File: src/rtl/stct_pkg.sv
// ----------------------------------------------------------------------------
// stct_pkg
// Shared types and constants of the scene transfer completion tracker.
// ----------------------------------------------------------------------------
package stct_pkg;

	localparam int MAX_OBJECTS    = 64;
	localparam int IDS_PER_PACKET = 32;
	localparam int ADDR_W         = $clog2(MAX_OBJECTS);
	localparam int CNT_W          = $clog2(MAX_OBJECTS + 1);

	localparam logic [1:0] OP_START  = 2'd0;
	localparam logic [1:0] OP_OBJECT = 2'd1;
	localparam logic [1:0] OP_END    = 2'd2;

	typedef enum logic [1:0] {
		KIND_READY    = 2'd0,
		KIND_ASK      = 2'd1,
		KIND_DONE     = 2'd2,
		KIND_MISMATCH = 2'd3
	} kind_t;

	typedef enum logic [2:0] {
		ST_CLEAR,
		ST_IDLE,
		ST_EXEC,
		ST_OBJ,
		ST_CNT,
		ST_DECIDE,
		ST_ASK_RD,
		ST_ASK_EV
	} state_t;

	typedef struct packed {
		logic [1:0]  op;
		logic [31:0] token;
		logic [6:0]  total_count;
		logic [5:0]  object_id;
		logic [31:0] server_checksum;
	} item_t;

	typedef struct packed {
		kind_t       kind;
		logic [31:0] echo_token;
		logic [5:0]  missing_id;
		logic [6:0]  batch_size;
		logic        batch_end;
		logic        run_end;
	} result_t;

endpackage

File: src/rtl/stct_if.sv
// ----------------------------------------------------------------------------
// stct_item_if / stct_result_if
// Valid/ready item and result channels of the completion tracker.
// ----------------------------------------------------------------------------
interface stct_item_if;
	logic              valid;
	logic              ready;
	stct_pkg::item_t   data;

	modport source (output valid, output data, input ready);
	modport sink   (input valid, input data, output ready);
endinterface

interface stct_result_if;
	logic              valid;
	logic              ready;
	stct_pkg::result_t data;

	modport source (output valid, output data, input ready);
	modport sink   (input valid, input data, output ready);
endinterface

File: src/rtl/scene_transfer_completion_tracker.sv
// ----------------------------------------------------------------------------
// scene_transfer_completion_tracker
// Receiver-side tracker of a token-tagged transfer: marks arrived object ids
// in a received map, asks for missing ids in batches, checks the id checksum.
//
// Channels: item (sink) takes start, object and end requests; result (source)
// gives ready replies, asks, completion and mismatch status, run_end marking
// the last result of one request. cfg_we/cfg_wdata set sink_q.
// One request is handled at a time; the received map is a 64 x 1 synchronous
// RAM, so each map read returns its data registered.
// Start: a ready reply is loaded into the output register; a new transfer then
// runs a clearing pass of the map before the next request is taken.
// Object: read, modify, write back, then the finalize check if end seen and sink_q set.
// Finalize: a count pass over the expected ids, then either one status
// result or an ask pass that reads each scanned id, up to 64 asks.
// After reset the block runs the same clearing pass, item.ready low.
// A stalled result holds in the output register; the next request is still
// taken, and the block waits only when it needs the output register again.
// ----------------------------------------------------------------------------
module scene_transfer_completion_tracker (
	input  logic                 clk,
	input  logic                 arst_n,
	input  logic                 cfg_we,
	input  logic                 cfg_wdata,
	stct_item_if.sink            item,
	stct_result_if.source        result
);
	import stct_pkg::*;

	state_t              st_q, st_d;
	logic [ADDR_W-1:0]   clr_q, clr_d;
	item_t               req_q, req_d;
	logic [31:0]         token_q, token_d;
	logic [CNT_W-1:0]    exp_count_q, exp_count_d;
	logic [31:0]         exp_sum_q, exp_sum_d;
	logic                end_seen_q, end_seen_d;
	logic                done_q, done_d;
	logic [15:0]         id_xor_q, id_xor_d;
	logic                sink_q;
	logic [CNT_W-1:0]    scan_q, scan_d;
	logic                chk_s1, chk_d;
	logic [CNT_W-1:0]    miss_q, miss_d;
	logic [CNT_W-1:0]    remain_q, remain_d;
	logic [CNT_W-1:0]    pos_q, pos_d;
	logic [CNT_W-1:0]    bs_q, bs_d;
	logic                out_valid_q;
	result_t             out_q, out_d;
	logic                out_load;
	logic                out_free;

	logic                mem [MAX_OBJECTS];
	logic                rdata_s1;
	logic                mem_we, mem_wdata, mem_re;
	logic [ADDR_W-1:0]   mem_waddr, mem_raddr;

	logic                repeat_start;
	logic                foreign;
	logic [CNT_W-1:0]    count_sat;
	logic [CNT_W-1:0]    bs_cur;
	logic                batch_last;

	assign out_free     = !out_valid_q || result.ready;
	assign repeat_start = (token_q != 32'd0) && (req_q.token == token_q);
	assign foreign      = done_q || (req_q.token != token_q);
	assign count_sat    = (req_q.total_count > CNT_W'(MAX_OBJECTS)) ?
		CNT_W'(MAX_OBJECTS) : req_q.total_count;
	assign bs_cur       = (pos_q != '0) ? bs_q :
		((remain_q > CNT_W'(IDS_PER_PACKET)) ? CNT_W'(IDS_PER_PACKET) : remain_q);
	assign batch_last   = (pos_q + CNT_W'(1)) == bs_cur;

	assign item.ready   = (st_q == ST_IDLE);
	assign result.valid = out_valid_q;
	assign result.data  = out_q;

	always_comb begin
		st_d        = st_q;
		clr_d       = clr_q;
		req_d       = req_q;
		token_d     = token_q;
		exp_count_d = exp_count_q;
		exp_sum_d   = exp_sum_q;
		end_seen_d  = end_seen_q;
		done_d      = done_q;
		id_xor_d    = id_xor_q;
		scan_d      = scan_q;
		chk_d       = 1'b0;
		miss_d      = miss_q;
		remain_d    = remain_q;
		pos_d       = pos_q;
		bs_d        = bs_q;
		mem_we      = 1'b0;
		mem_waddr   = clr_q;
		mem_wdata   = 1'b0;
		mem_re      = 1'b0;
		mem_raddr   = req_q.object_id;
		out_load    = 1'b0;
		out_d.kind       = KIND_READY;
		out_d.echo_token = token_q;
		out_d.missing_id = '0;
		out_d.batch_size = '0;
		out_d.batch_end  = 1'b0;
		out_d.run_end    = 1'b1;

		case (st_q)
			ST_CLEAR: begin
				mem_we = 1'b1;
				clr_d  = clr_q + ADDR_W'(1);
				if (clr_q == ADDR_W'(MAX_OBJECTS - 1)) begin
					st_d = ST_IDLE;
				end
			end
			ST_IDLE: begin
				if (item.valid) begin
					req_d = item.data;
					st_d  = ST_EXEC;
				end
			end
			ST_EXEC: begin
				case (req_q.op)
					OP_START: begin
						if (out_free) begin
							out_load = 1'b1;
							if (repeat_start) begin
								st_d = ST_IDLE;
							end else begin
								token_d          = req_q.token;
								out_d.echo_token = req_q.token;
								exp_count_d      = count_sat;
								exp_sum_d        = '0;
								end_seen_d       = 1'b0;
								done_d           = 1'b0;
								id_xor_d         = '0;
								clr_d            = '0;
								st_d             = ST_CLEAR;
							end
						end
					end
					OP_OBJECT: begin
						if (foreign) begin
							st_d = ST_IDLE;
						end else begin
							mem_re = 1'b1;
							st_d   = ST_OBJ;
						end
					end
					OP_END: begin
						if (foreign) begin
							st_d = ST_IDLE;
						end else begin
							exp_sum_d  = req_q.server_checksum;
							end_seen_d = 1'b1;
							scan_d     = '0;
							miss_d     = '0;
							st_d       = ST_CNT;
						end
					end
					default: begin
						st_d = ST_IDLE;
					end
				endcase
			end
			ST_OBJ: begin
				if (({1'b0, req_q.object_id} < CNT_W'(MAX_OBJECTS)) && !rdata_s1) begin
					mem_we    = 1'b1;
					mem_waddr = req_q.object_id;
					mem_wdata = 1'b1;
					id_xor_d  = id_xor_q ^ {10'd0, req_q.object_id};
				end
				if (end_seen_q && sink_q) begin
					scan_d = '0;
					miss_d = '0;
					st_d   = ST_CNT;
				end else begin
					st_d = ST_IDLE;
				end
			end
			ST_CNT: begin
				mem_raddr = scan_q[ADDR_W-1:0];
				if (scan_q < exp_count_q) begin
					mem_re = 1'b1;
					chk_d  = 1'b1;
					scan_d = scan_q + CNT_W'(1);
				end
				if (chk_s1 && !rdata_s1) begin
					miss_d = miss_q + CNT_W'(1);
				end
				if (!(scan_q < exp_count_q) && !chk_s1) begin
					st_d = ST_DECIDE;
				end
			end
			ST_DECIDE: begin
				if (miss_q != '0) begin
					remain_d = miss_q;
					pos_d    = '0;
					scan_d   = '0;
					st_d     = ST_ASK_RD;
				end else if (out_free) begin
					out_load = 1'b1;
					if (id_xor_q == exp_sum_q[15:0] && exp_sum_q[31:16] == 16'd0) begin
						out_d.kind = KIND_DONE;
						done_d     = 1'b1;
					end else begin
						out_d.kind = KIND_MISMATCH;
					end
					st_d = ST_IDLE;
				end
			end
			ST_ASK_RD: begin
				mem_re    = 1'b1;
				mem_raddr = scan_q[ADDR_W-1:0];
				st_d      = ST_ASK_EV;
			end
			ST_ASK_EV: begin
				if (rdata_s1) begin
					scan_d = scan_q + CNT_W'(1);
					st_d   = ST_ASK_RD;
				end else if (out_free) begin
					out_load         = 1'b1;
					out_d.kind       = KIND_ASK;
					out_d.missing_id = scan_q[ADDR_W-1:0];
					out_d.batch_size = bs_cur;
					out_d.batch_end  = batch_last;
					out_d.run_end    = (remain_q == CNT_W'(1));
					bs_d             = bs_cur;
					pos_d            = batch_last ? '0 : pos_q + CNT_W'(1);
					remain_d         = remain_q - CNT_W'(1);
					scan_d           = scan_q + CNT_W'(1);
					st_d             = (remain_q == CNT_W'(1)) ? ST_IDLE : ST_ASK_RD;
				end
			end
			default: begin
				st_d = ST_IDLE;
			end
		endcase
	end

	always_ff @(posedge clk or negedge arst_n) begin
		if (!arst_n) begin
			st_q        <= ST_CLEAR;
			clr_q       <= '0;
			token_q     <= '0;
			exp_count_q <= '0;
			exp_sum_q   <= '0;
			end_seen_q  <= 1'b0;
			done_q      <= 1'b0;
			id_xor_q    <= '0;
			sink_q      <= 1'b0;
			scan_q      <= '0;
			chk_s1      <= 1'b0;
			miss_q      <= '0;
			remain_q    <= '0;
			pos_q       <= '0;
			bs_q        <= '0;
			out_valid_q <= 1'b0;
		end else begin
			st_q        <= st_d;
			clr_q       <= clr_d;
			token_q     <= token_d;
			exp_count_q <= exp_count_d;
			exp_sum_q   <= exp_sum_d;
			end_seen_q  <= end_seen_d;
			done_q      <= done_d;
			id_xor_q    <= id_xor_d;
			scan_q      <= scan_d;
			chk_s1      <= chk_d;
			miss_q      <= miss_d;
			remain_q    <= remain_d;
			pos_q       <= pos_d;
			bs_q        <= bs_d;
			if (cfg_we) begin
				sink_q <= cfg_wdata;
			end
			if (out_load) begin
				out_valid_q <= 1'b1;
			end else if (result.ready) begin
				out_valid_q <= 1'b0;
			end
		end
	end

	// hold request and result payloads
	always_ff @(posedge clk) begin
		req_q <= req_d;
		if (out_load) begin
			out_q <= out_d;
		end
	end

	// received map
	always_ff @(posedge clk) begin
		if (mem_we) begin
			mem[mem_waddr] <= mem_wdata;
		end
		if (mem_re) begin
			rdata_s1 <= mem[mem_raddr];
		end
	end

	a_ask_in_range: assert property (@(posedge clk) disable iff (!arst_n)
		(out_valid_q && out_q.kind == KIND_ASK) |->
		({1'b0, out_q.missing_id} < exp_count_q))
		else $error("ask for id beyond expected count");

	a_no_write_in_scan: assert property (@(posedge clk) disable iff (!arst_n)
		(st_q == ST_CNT || st_q == ST_ASK_RD || st_q == ST_ASK_EV) |-> !mem_we)
		else $error("map written during scan");

	a_ask_pending: assert property (@(posedge clk) disable iff (!arst_n)
		(st_q == ST_ASK_EV) |-> (remain_q != '0))
		else $error("ask pass with no missing id left");

	a_done_result: assert property (@(posedge clk) disable iff (!arst_n)
		$rose(done_q) |-> (out_valid_q && out_q.kind == KIND_DONE && out_q.run_end))
		else $error("completion without completion result");

endmodule
File: src/flat_wrapper.sv
// flat-port wrapper written by rule: the top's interface ports become plain ports
module scene_transfer_completion_tracker_flat import stct_pkg::*;
  (clk, arst_n, cfg_we, cfg_wdata, item_valid, item_data, item_ready, result_valid, result_data, result_ready);
  stct_item_if item_i ();
  stct_result_if result_i ();
  input  logic clk;
  input  logic arst_n;
  input  logic cfg_we;
  input  logic cfg_wdata;
  input wire logic [$bits(item_i.valid)-1:0] item_valid;
  input wire logic [$bits(item_i.data)-1:0] item_data;
  output wire logic [$bits(item_i.ready)-1:0] item_ready;
  output wire logic [$bits(result_i.valid)-1:0] result_valid;
  output wire logic [$bits(result_i.data)-1:0] result_data;
  input wire logic [$bits(result_i.ready)-1:0] result_ready;
  assign item_i.valid = item_valid;
  assign item_i.data = item_data;
  assign item_ready = item_i.ready;
  assign result_valid = result_i.valid;
  assign result_data = result_i.data;
  assign result_i.ready = result_ready;
  scene_transfer_completion_tracker u_core (.clk(clk), .arst_n(arst_n), .cfg_we(cfg_we), .cfg_wdata(cfg_wdata), .item(item_i), .result(result_i));
endmodule
File: config.mk
export PLATFORM = sky130hd
export DESIGN_NAME = scene_transfer_completion_tracker_flat
export DESIGN_NICKNAME = d
export VERILOG_FILES = /design/src/rtl/stct_pkg.sv /design/src/rtl/stct_if.sv /design/src/rtl/scene_transfer_completion_tracker.sv /design/src/flat_wrapper.sv
export SDC_FILE = /design/constraint.sdc
export NUM_CORES = 1
export LEC_CHECK = 0
export BUFFER_PORTS_ARGS = -buffer_cell sky130_fd_sc_hd__buf_4
export CAP_MARGIN = 20
export CORE_UTILIZATION = 50
export DETAILED_ROUTE_END_ITERATION = 7
export PLACE_DENSITY = 0.71
export SYNTH_ARGS = -nofsm -noshare
export SYNTH_HDL_FRONTEND = slang
export SYNTH_SLANG_ARGS = --single-unit
File: constraint.sdc
create_clock -name clk -period 8.1 [get_ports clk]
set_input_delay 1.62 -clock clk [delete_from_list [all_inputs] [get_ports clk]]
set_output_delay 1.62 -clock clk [all_outputs]
set_load 0.03 [all_outputs]
==> results of run 1 <==
==> placed cells by master, fill, tap and decap left out, types with 4 or more instances in the layout <==
cell type,netlist,routed
mux2_1,6,6
a22oi_1,6,6
inv_1,62,62
clkinv_2,0,4
clkbuf_1,21,11
nand4_1,11,11
mux4_2,10,10
clkbuf_16,0,35
clkinv_1,0,5
nor2_1,124,124
nor4_1,25,25
nor2b_1,6,6
xnor2_1,17,17
nand3b_1,8,8
buf_4,6,142
a21oi_1,23,23
nand2_1,108,107
mux2i_1,50,49
nor3_1,21,21
xor2_1,47,47
a21o_1,5,5
and3_1,7,7
and2_1,7,6
mux2_2,33,33
nand2b_1,11,11
inv_6,0,4
a211oi_1,7,7
o21ai_1,4,4
dfrtp_1,126,126
nand3_1,28,28
or3_1,5,5
ha_1,18,18
edfxtp_1,193,193
o21a_1,4,4
o21ai_0,46,46
a31oi_1,11,11
==> registers in the layout, summed over array words and instances (netlist names), 3 cells and up <==
register,cells
u_core.req_q,79
u_core.exp_sum_q,32
u_core.token_q,32
u_core.miss_q,7
u_core.bs_q,7
u_core.scan_q,7
u_core.clr_q,6
u_core.result.data,49
u_core.pos_q,7
u_core.exp_count_q,7
u_core.st_q,3
u_core.id_xor_q,6
u_core.mem,64
u_core.remain_q,7
==> power breakdown <==
part | internal [µW] | switching (µW)
clock | 832 | 616
sequential | 1720 | 0.696
combinational | 27.4 | 20.4
total | 2580 | 637
==> cell families after synthesis <==
group	after synthesis
muxes	101
and+or+nand+nor	385
buffers and inverters	99
AOI/OAI and AO/OA	136
adders and majority gates	18
xor gates and xnor gates	65
DFF	319
==> metrics by stage <==
step / power [µW] / util (%)
after floorplan: 1752 / -
after global placement: 1799 / 55.87
after detailed placement: 1799 / 55.91
after CTS: 3244 / 59.69
after global routing: 3321 / 59.89
final: 3216 / 59.89
==> worst max-delay path by stage <==
stage,start,to,slack [ns],cells after the start
after global routing,u_core.st_q[1],u_core.mem[18],4.23,8
after CTS,u_core.st_q[0],item_ready,4.39,3
after detailed placement,result_ready,u_core.remain_q[0],4.28,9
final,u_core.st_q[0],item_ready,4.38,3
after global placement,result_ready,u_core.remain_q[0],4.08,8
after floorplan,result_ready,u_core.result.valid,2.05,4
==> area by class of cell <==
type	count	area (µm²)
Sequential cell	319	8949
Multi-Input combinational cell	705	4760
Clock buffer	49	958.4
Tap cell	378	473.0
Clock inverter	15	88.84
Fill cell	2183	11110
Timing Repair Buffer	145	1132
Inverter	62	232.7
==> per-layer routing <==
layer	global-route usage [%]	part of all wire, %
met5	0	0
met4	6.110	2.3
met3	4.244	6.4
met2	31.91	46
met1	30.70	45
==> critical path: cells and delay by family (launching register included) <==
kind | cells | cell delay [ns]
buffers and inverters | 2 | 0.45
and+or+nand+nor | 1 | 0.45
DFF | 1 | 0.70
==> summary.md, run 1 <==
| Metric | Value |
|---|---|
| Outcome | finished, final reports clean |
| Routed WL | between 20000 and 30000 µm |
| Core box area | 27710 µm² |
| Post-CTS Resized | 0 |
| DRC | 0 |
| Drt wl/cell | ~18 µm |
| Clock Latency Late Sink | around 0.52 ns |
| Initial antenna violation count | 0 |
| Crit path time final | around 3.7 ns |
| Synth Area in XOR/XNOR | ~4.1% |
| Cts hold-fix bufs | 0 |
| Post-Place Cell Area | ~15000 µm² |
| Worst path max stage delay | around 0.70 ns |
| RSZ-0062 raised after global routing | no |
| Synth cell types | 73 |
| Worst Tran Pin Value | ~1.0 ns |
| Final nets | 1371 |
| Clock Tree Buf Depth | 3 |
| Post-synth top area share | approximately two fifths |
| Synth area leader | edfxtp_1 |
| Global-route wire length before repair | around 47000 µm |
| Ys async rst share | between 30% and 40% |
| Detail Route Antenna Nets | 0 |
| Register area share after synthesis | 63.56% |
| Mux share of post-synthesis cell area | roughly 8.6% |
| Mapped cell area | 14080 µm² |
| FF-to-FF End | u_core.mem[18] |
| Initial Utilization | about 51% |
| Pre-CTS setup slack | about 4.3 ns |
| Drt first pass iters | 5 |
| Number of synthesized flops with an enable pin | 193 |
| Initial DRC count | 706 |
| CP Max Fanout | 19 |
| Setup tns final | 0 ns |
| Final Skew | 0.02386 ns |
| Peak VDD IR | about 190 µV |
| Final worst slack | ~4.4 ns |
| LEAKAGE | approximately 0.0064 µW |
| Syn avg cell area | 12.54 µm² |
| Post-route cell area | 16590 µm² |
| I/O pin count | roughly 140 |
| Main synth FF type | edfxtp_1 |
| Flop2flop setup slack | approximately 4.5 ns |
| Gpl congestion | 0.8570 |
| GRT overflow | 0 |
| Final hold slack | between 0.4 and 0.5 ns |
| Final Cycle Share | a little under half |
| Pwr/cell area | 193.8 nW/µm² |
| DR vias | roughly 9000 |
| Hold EP | u_core.exp_count_q[4] |
| Largest family of logic cells by synthesized area | simple AND/OR/NAND/NOR gates |
| Ys Warns | 0 |
| Most frequent cell after synthesis | edfxtp_1 |
| Die area | around 29000 µm² |
| TritonCTS Buffers | 35 |
| Hpwl dp | ~20000 µm |
| Most frequent cells after synthesis | 193 x edfxtp_1, 126 x dfrtp_1, 124 x nor2_1, 108 x nand2_1, 62 x inv_1 |
| Net count after synthesis | 1226 |
| Chip Height | 169.8 µm |
| Final setup fails | 0 |
| #FFs+latches synth | 319 |
| WP data arrival | 2.10 ns |
| Largest net degree at the start of global routing | slightly above 90 |
| Via density | roughly 5.4 |
| Worst Reg-to-Reg Cells | 8 |
| Min-delay src | u_core.req_q[42] |
| Vias in the first global route | about 8900 |
| Placed Instances | ~1600 |
| R2R Path Start | u_core.st_q[1] |
| Die width | ~170 µm |
| Worst-path cell chain | inv_1 > nor3_1 > buf_4 |
| Crit end category | output pin |
| WP data required | approximately 6.5 ns |
| GRT Resource Usage Total | between 20% and 30% |
| Post-synthesis compound-gate area fraction | around 6.1% |
| Area share of fa/ha/maj cells after synthesis | 1.600% |
| Largest cells by area after synthesis | edfxtp_1 41%, dfrtp_1 22%, mux2i_1 3.6%, nor2_1 3.3%, xor2_1 2.9% |
| Max H-tree Level | 2 |
| Antenna diodes | 0 |
| Maxcap violations | 0 |
| Max Freq | 0.2685 GHz |
| Post-synthesis simple-gate area fraction | a little over an eighth |
| Layout cells sized above 1 | roughly 20% |
| Setup Buffers After CTS | 0 |
| Worst Setup Path Type | flop to output pin |
| TritonCTS clock tree | built |
| Area grow syn2layout | 17.85% |
| Slowest cell on the critical path | dfrtp_1 |
| Type of the worst min-delay path | flop to flop |
| Root buffer cell | clkbuf_16 |
| Post-route insts no fill | about 1700 |
| PortBufs | 135 |
| CTS sink cnt | 319 |
| Hold Fails Final Rpt | 0 |
| Crit start category | flop |
| Pins Over Slew Limit | 0 |
| Max_slew headroom | 31.38% |
| Row cnt | about 60 |
| Hold Crit Depth | 2 |
| Mapped Cells | ~1100 |
| Reg clk slew, reported paths | 0.06 ns |
Note: power is estimated with default switching activity, not from simulation.
==> run 2: changes to the inputs <==
- ABC_AREA: unset -> 1
- PLACE_DENSITY: 0.71 -> 0.74
- clock period: 8.1 -> 3.4 ns (I/O delays scaled with it)
==> summary.md, run 2 <==
| Metric | Value |
|---|---|
| Outcome | finished, final reports clean |
| Setup Buffers After CTS | 0 (unchanged) |
| P_int | 8246 µW (+220%) |
| Clock power share | 32.6% (-12 points) |
| Chip Height | 172.9 µm (+1.8%) |
| Pins Over Slew Limit | 0 (unchanged) |
| Gpl congestion | 0.8735 (+1.9%) |
| WP data arrival | 3.23 ns (+1.13 ns) |
| Net count after synthesis | 1655 (+35%) |
| Switching Share | 32.22% (+12 points) |
| CP Max Fanout | 34 (+15) |
| Gate power share | 23.0% (+22 points) |
| Via density | 5.189 (-4.5%) |
| Final worst slack | 0.4051 ns (-3.971 ns) |
| TritonCTS Buffers | 36 (+2.9%) |
| Area grow syn2layout | 18.56% |
| Crit start category | flop |
| Initial antenna violation count | 0 (unchanged) |
| GRT overflow | 0 (unchanged) |
| Pwr/cell area | 702.8 nW/µm² (+260%) |
| NetSw | 3919 µW (+510%) |
| Routed WL | 33390 µm (+13%) |
| Drt wl/cell | 15.81 µm (-10%) |
| TritonCTS clock tree | built |
| GRT Resource Usage Total | 22.57% (+1.5 points) |
| Final nets | 1803 (+32%) |
| Most frequent cell after synthesis | nand2_1 |
| Core box area | 28700 µm² (+3.6%) |
| Most frequent cells after synthesis | 453 x nand2_1, 193 x edfxtp_1, 186 x inv_1, 165 x nor2_1, 126 x dfrtp_1 |
| Max H-tree Level | 2 (unchanged) |
| Crit path buf inv count | 3 (+1) |
| Worst-path cell chain | inv_8 > nand3_4 > or2_4 > clkinv_2 > o21ai_0 > inv_1 > nor2_1 > nand2_1 > nor2_1 |
| Mapped cell area | 14600 µm² (+3.7%) |
| Peak VDD IR | 531.8 µV (+180%) |
| Slowest cell on the critical path | dfrtp_1 |
| Worst Reg-to-Reg Cells | 9 (+1) |
| Top delay family on crit path | simple AND/OR/NAND/NOR gates |
| Global-route wire length before repair | 53930 µm (+14%) |
| Ys async rst share | 39.50% (unchanged) |
| PortBufs | 135 (unchanged) |
| Most Frequent Cell on Critical Path | nor2_1 |
| Clock Latency Late Sink | 0.54 ns (+0.02 ns) |
| Worst path max stage delay | 0.61 ns (-0.09 ns) |
| Setup tns final | 0 ns (unchanged) |
| WP data required | 3.63 ns (-2.85 ns) |
| Hpwl dp | 22370 µm (+12%) |
| Die area | 29890 µm² (+3.6%) |
| Main synth FF type | edfxtp_1 |
| DR vias | 10960 (+21%) |
| Cts hold-fix bufs | 0 (unchanged) |
| Crit path time final | between 2 and 3 ns |
| Register area share after synthesis | 61.30% (-2.3 points) |
| Drt first pass iters | 5 (unchanged) |
| Final setup fails | 0 (unchanged) |
| Max_slew headroom | 57.44% (+26 points) |
| Initial DRC count | 968 (+37%) |
| Final Cycle Share | about nine tenths |
| Detail Route Antenna Nets | 0 (unchanged) |
| Root buffer cell | clkbuf_16 |
| Sequential Power Share | 44.3% (-9.2 points) |
| Clock Tree Buf Depth | 3 (unchanged) |
| Commonest non-fill, non-tap cell in the layout | nand2_1 |
| Hold Fails Final Rpt | 0 (unchanged) |
| Vias in the first global route | 10720 (+21%) |
| Number of synthesized flops with an enable pin | 193 (unchanged) |
| LEAKAGE | 0.007703 µW (+20%) |
| Syn avg cell area | 9.407 µm² (-25%) |
| WP depth | 9 (+6) |
| Largest register by flop count | u_core.req_q |
| Flip-flop count of the largest register after layout | 79 (unchanged) |
| #FFs+latches synth | 319 (unchanged) |
| Final Skew | 0.01685 ns (-0.007014 ns) |
| Pre-CTS setup slack | 0.4746 ns (-3.809 ns) |
| RSZ-0062 raised after global routing | no |
| Worst Setup Path Type | flop to flop |
| Worst Tran Pin Value | 0.6377 ns (-0.3879 ns) |
| Post-CTS Resized | 0 (unchanged) |
| Row cnt | 62 (+1.6%) |
| Type of the worst min-delay path | primary input to asynchronous set/reset pin |
| Die width | 172.9 µm (+1.8%) |
| I/O pin count | 136 (unchanged) |
| Most frequent cells in the layout | 453 x nand2_1, 193 x edfxtp_1, 186 x inv_1, 163 x nor2_1, 149 x buf_4 |
| Largest cells by area after synthesis | edfxtp_1 40%, dfrtp_1 22%, nand2_1 12%, inv_1 4.8%, nor2_1 4.2% |
| DRC | 0 (unchanged) |
| Ys Warns | 0 (unchanged) |
| Layout cells sized above 1 | 14.12% (-6.1 points) |
| Synth cell types | 44 (-40%) |
| Antenna diodes | 0 (unchanged) |
| Mapped Cells | 1552 (+38%) |
| Initial Utilization | 50.86% (about the same) |
| Largest net degree at the start of global routing | 77 (-15%) |
| Max Freq | between 0.3 and 0.4 GHz |
| CTS sink cnt | 319 (unchanged) |
| Maxcap violations | 0 (unchanged) |
| Crit end category | flop |
| Synth area leader | edfxtp_1 |
| Reg clk slew, reported paths | 0.06 ns (about the same) |
| Post-synth top area share | 39.70% (-1.5 points) |
-- run 2: cell types whose count changed in the layout (fill, tap and decap cells not counted), moves of 16 or more --
cell / change
inv_1: +124
mux2_2: -33
mux2i_1: -49
nand2_1: +346
nand3_1: +90
nor2_1: +39
nor4_1: -19
o21ai_0: +45
xnor2_1: +16
xor2_1: -37
-- run 2: power by group through the flow --
stage | combinational [µW] | clock [µW] | sequential (µW)
detailed placement | 2770 | 0 | 5450
global placement | 2700 | 0 | 5430
global route | 3160 | 4180 | 5470
CTS | 2810 | 4030 | 5390
finish | 2800 | 3970 | 5390
floorplan | 1920 | 0 | 5410
-- run 2: worst reg2reg max path: stages (launching register included) --
cell and delay [ns]:
dfrtp_1 0.61, inv_8 0.07, nand3_4 0.11, or2_4 0.23, clkinv_2 0.39, o21ai_0 0.60
inv_1 0.11, nor2_1 0.16, nand2_1 0.22, nor2_1 0.20
-- run 2: final timing paths --
path | from | endpoint | slack [ns]
max | u_core.st_q[2] | u_core.mem[16] | 0.41
min | arst_n | u_core.pos_q[6] | 0.10
max reg2reg | u_core.st_q[2] | u_core.mem[16] | 0.41
min reg2reg | u_core.req_q[41] | u_core.exp_count_q[3] | 0.46
max in group asynchronous | arst_n | u_core.exp_sum_q[3] | 2.42
min in group clk | item_data[19] | u_core.req_q[19] | 0.32
-- run 2: logic make-up after synthesis --
group / count (synthesis) / share of synthesized area, %
AOI/OAI and AO/OA: 135 / 5.194
and+or+nand+nor: 804 / 23.05
buffers and inverters: 233 / 6.334
xor gates and xnor gates: 43 / 2.580
DFF: 319 / 61.30
adders and majority gates: 18 / 1.543
-- run 2: final cells by class --
cell class / count / area, µm²
fill: 2392 / 11390
sequential: 319 / 8949
multi-input combinational: 1000 / 4747
timing repair buffer: 152 / 1179
clock buffer: 54 / 1070
inverter: 191 / 725.7
tap: 384 / 480.5
clock inverter: 12 / 158.9
-- run 2: per-stage QoR --
| stage | total power (µW) | hold slack, ns | instances | instance area, µm² | util, % |
|---|---|---|---|---|---|
| after floorplan | 7325 | 0.3844 | 1552 | 14600 | - |
| after global placement | 8132 | 0.4449 | 2046 | 16080 | 56.02 |
| after detailed placement | 8227 | 0.4349 | 2046 | 16080 | 56.02 |
| after CTS | 12230 | 0.1150 | 2112 | 17310 | 60.31 |
| after global routing | 12800 | 0.1489 | 2112 | 17310 | 60.31 |
| final | 12160 | 0.1017 | 2112 | 17310 | 60.31 |
-- run 2: metal layers --
layer / global-route usage, % / part of all wire [%] / vias up
met5: 0 / 0 / -
met4: 8.149 / 2.8 / 0
met3: 5.233 / 8.0 / 68
met2: 36.17 / 47 / 413
met1: 30.18 / 43 / 5142
li1: - / - / 5337
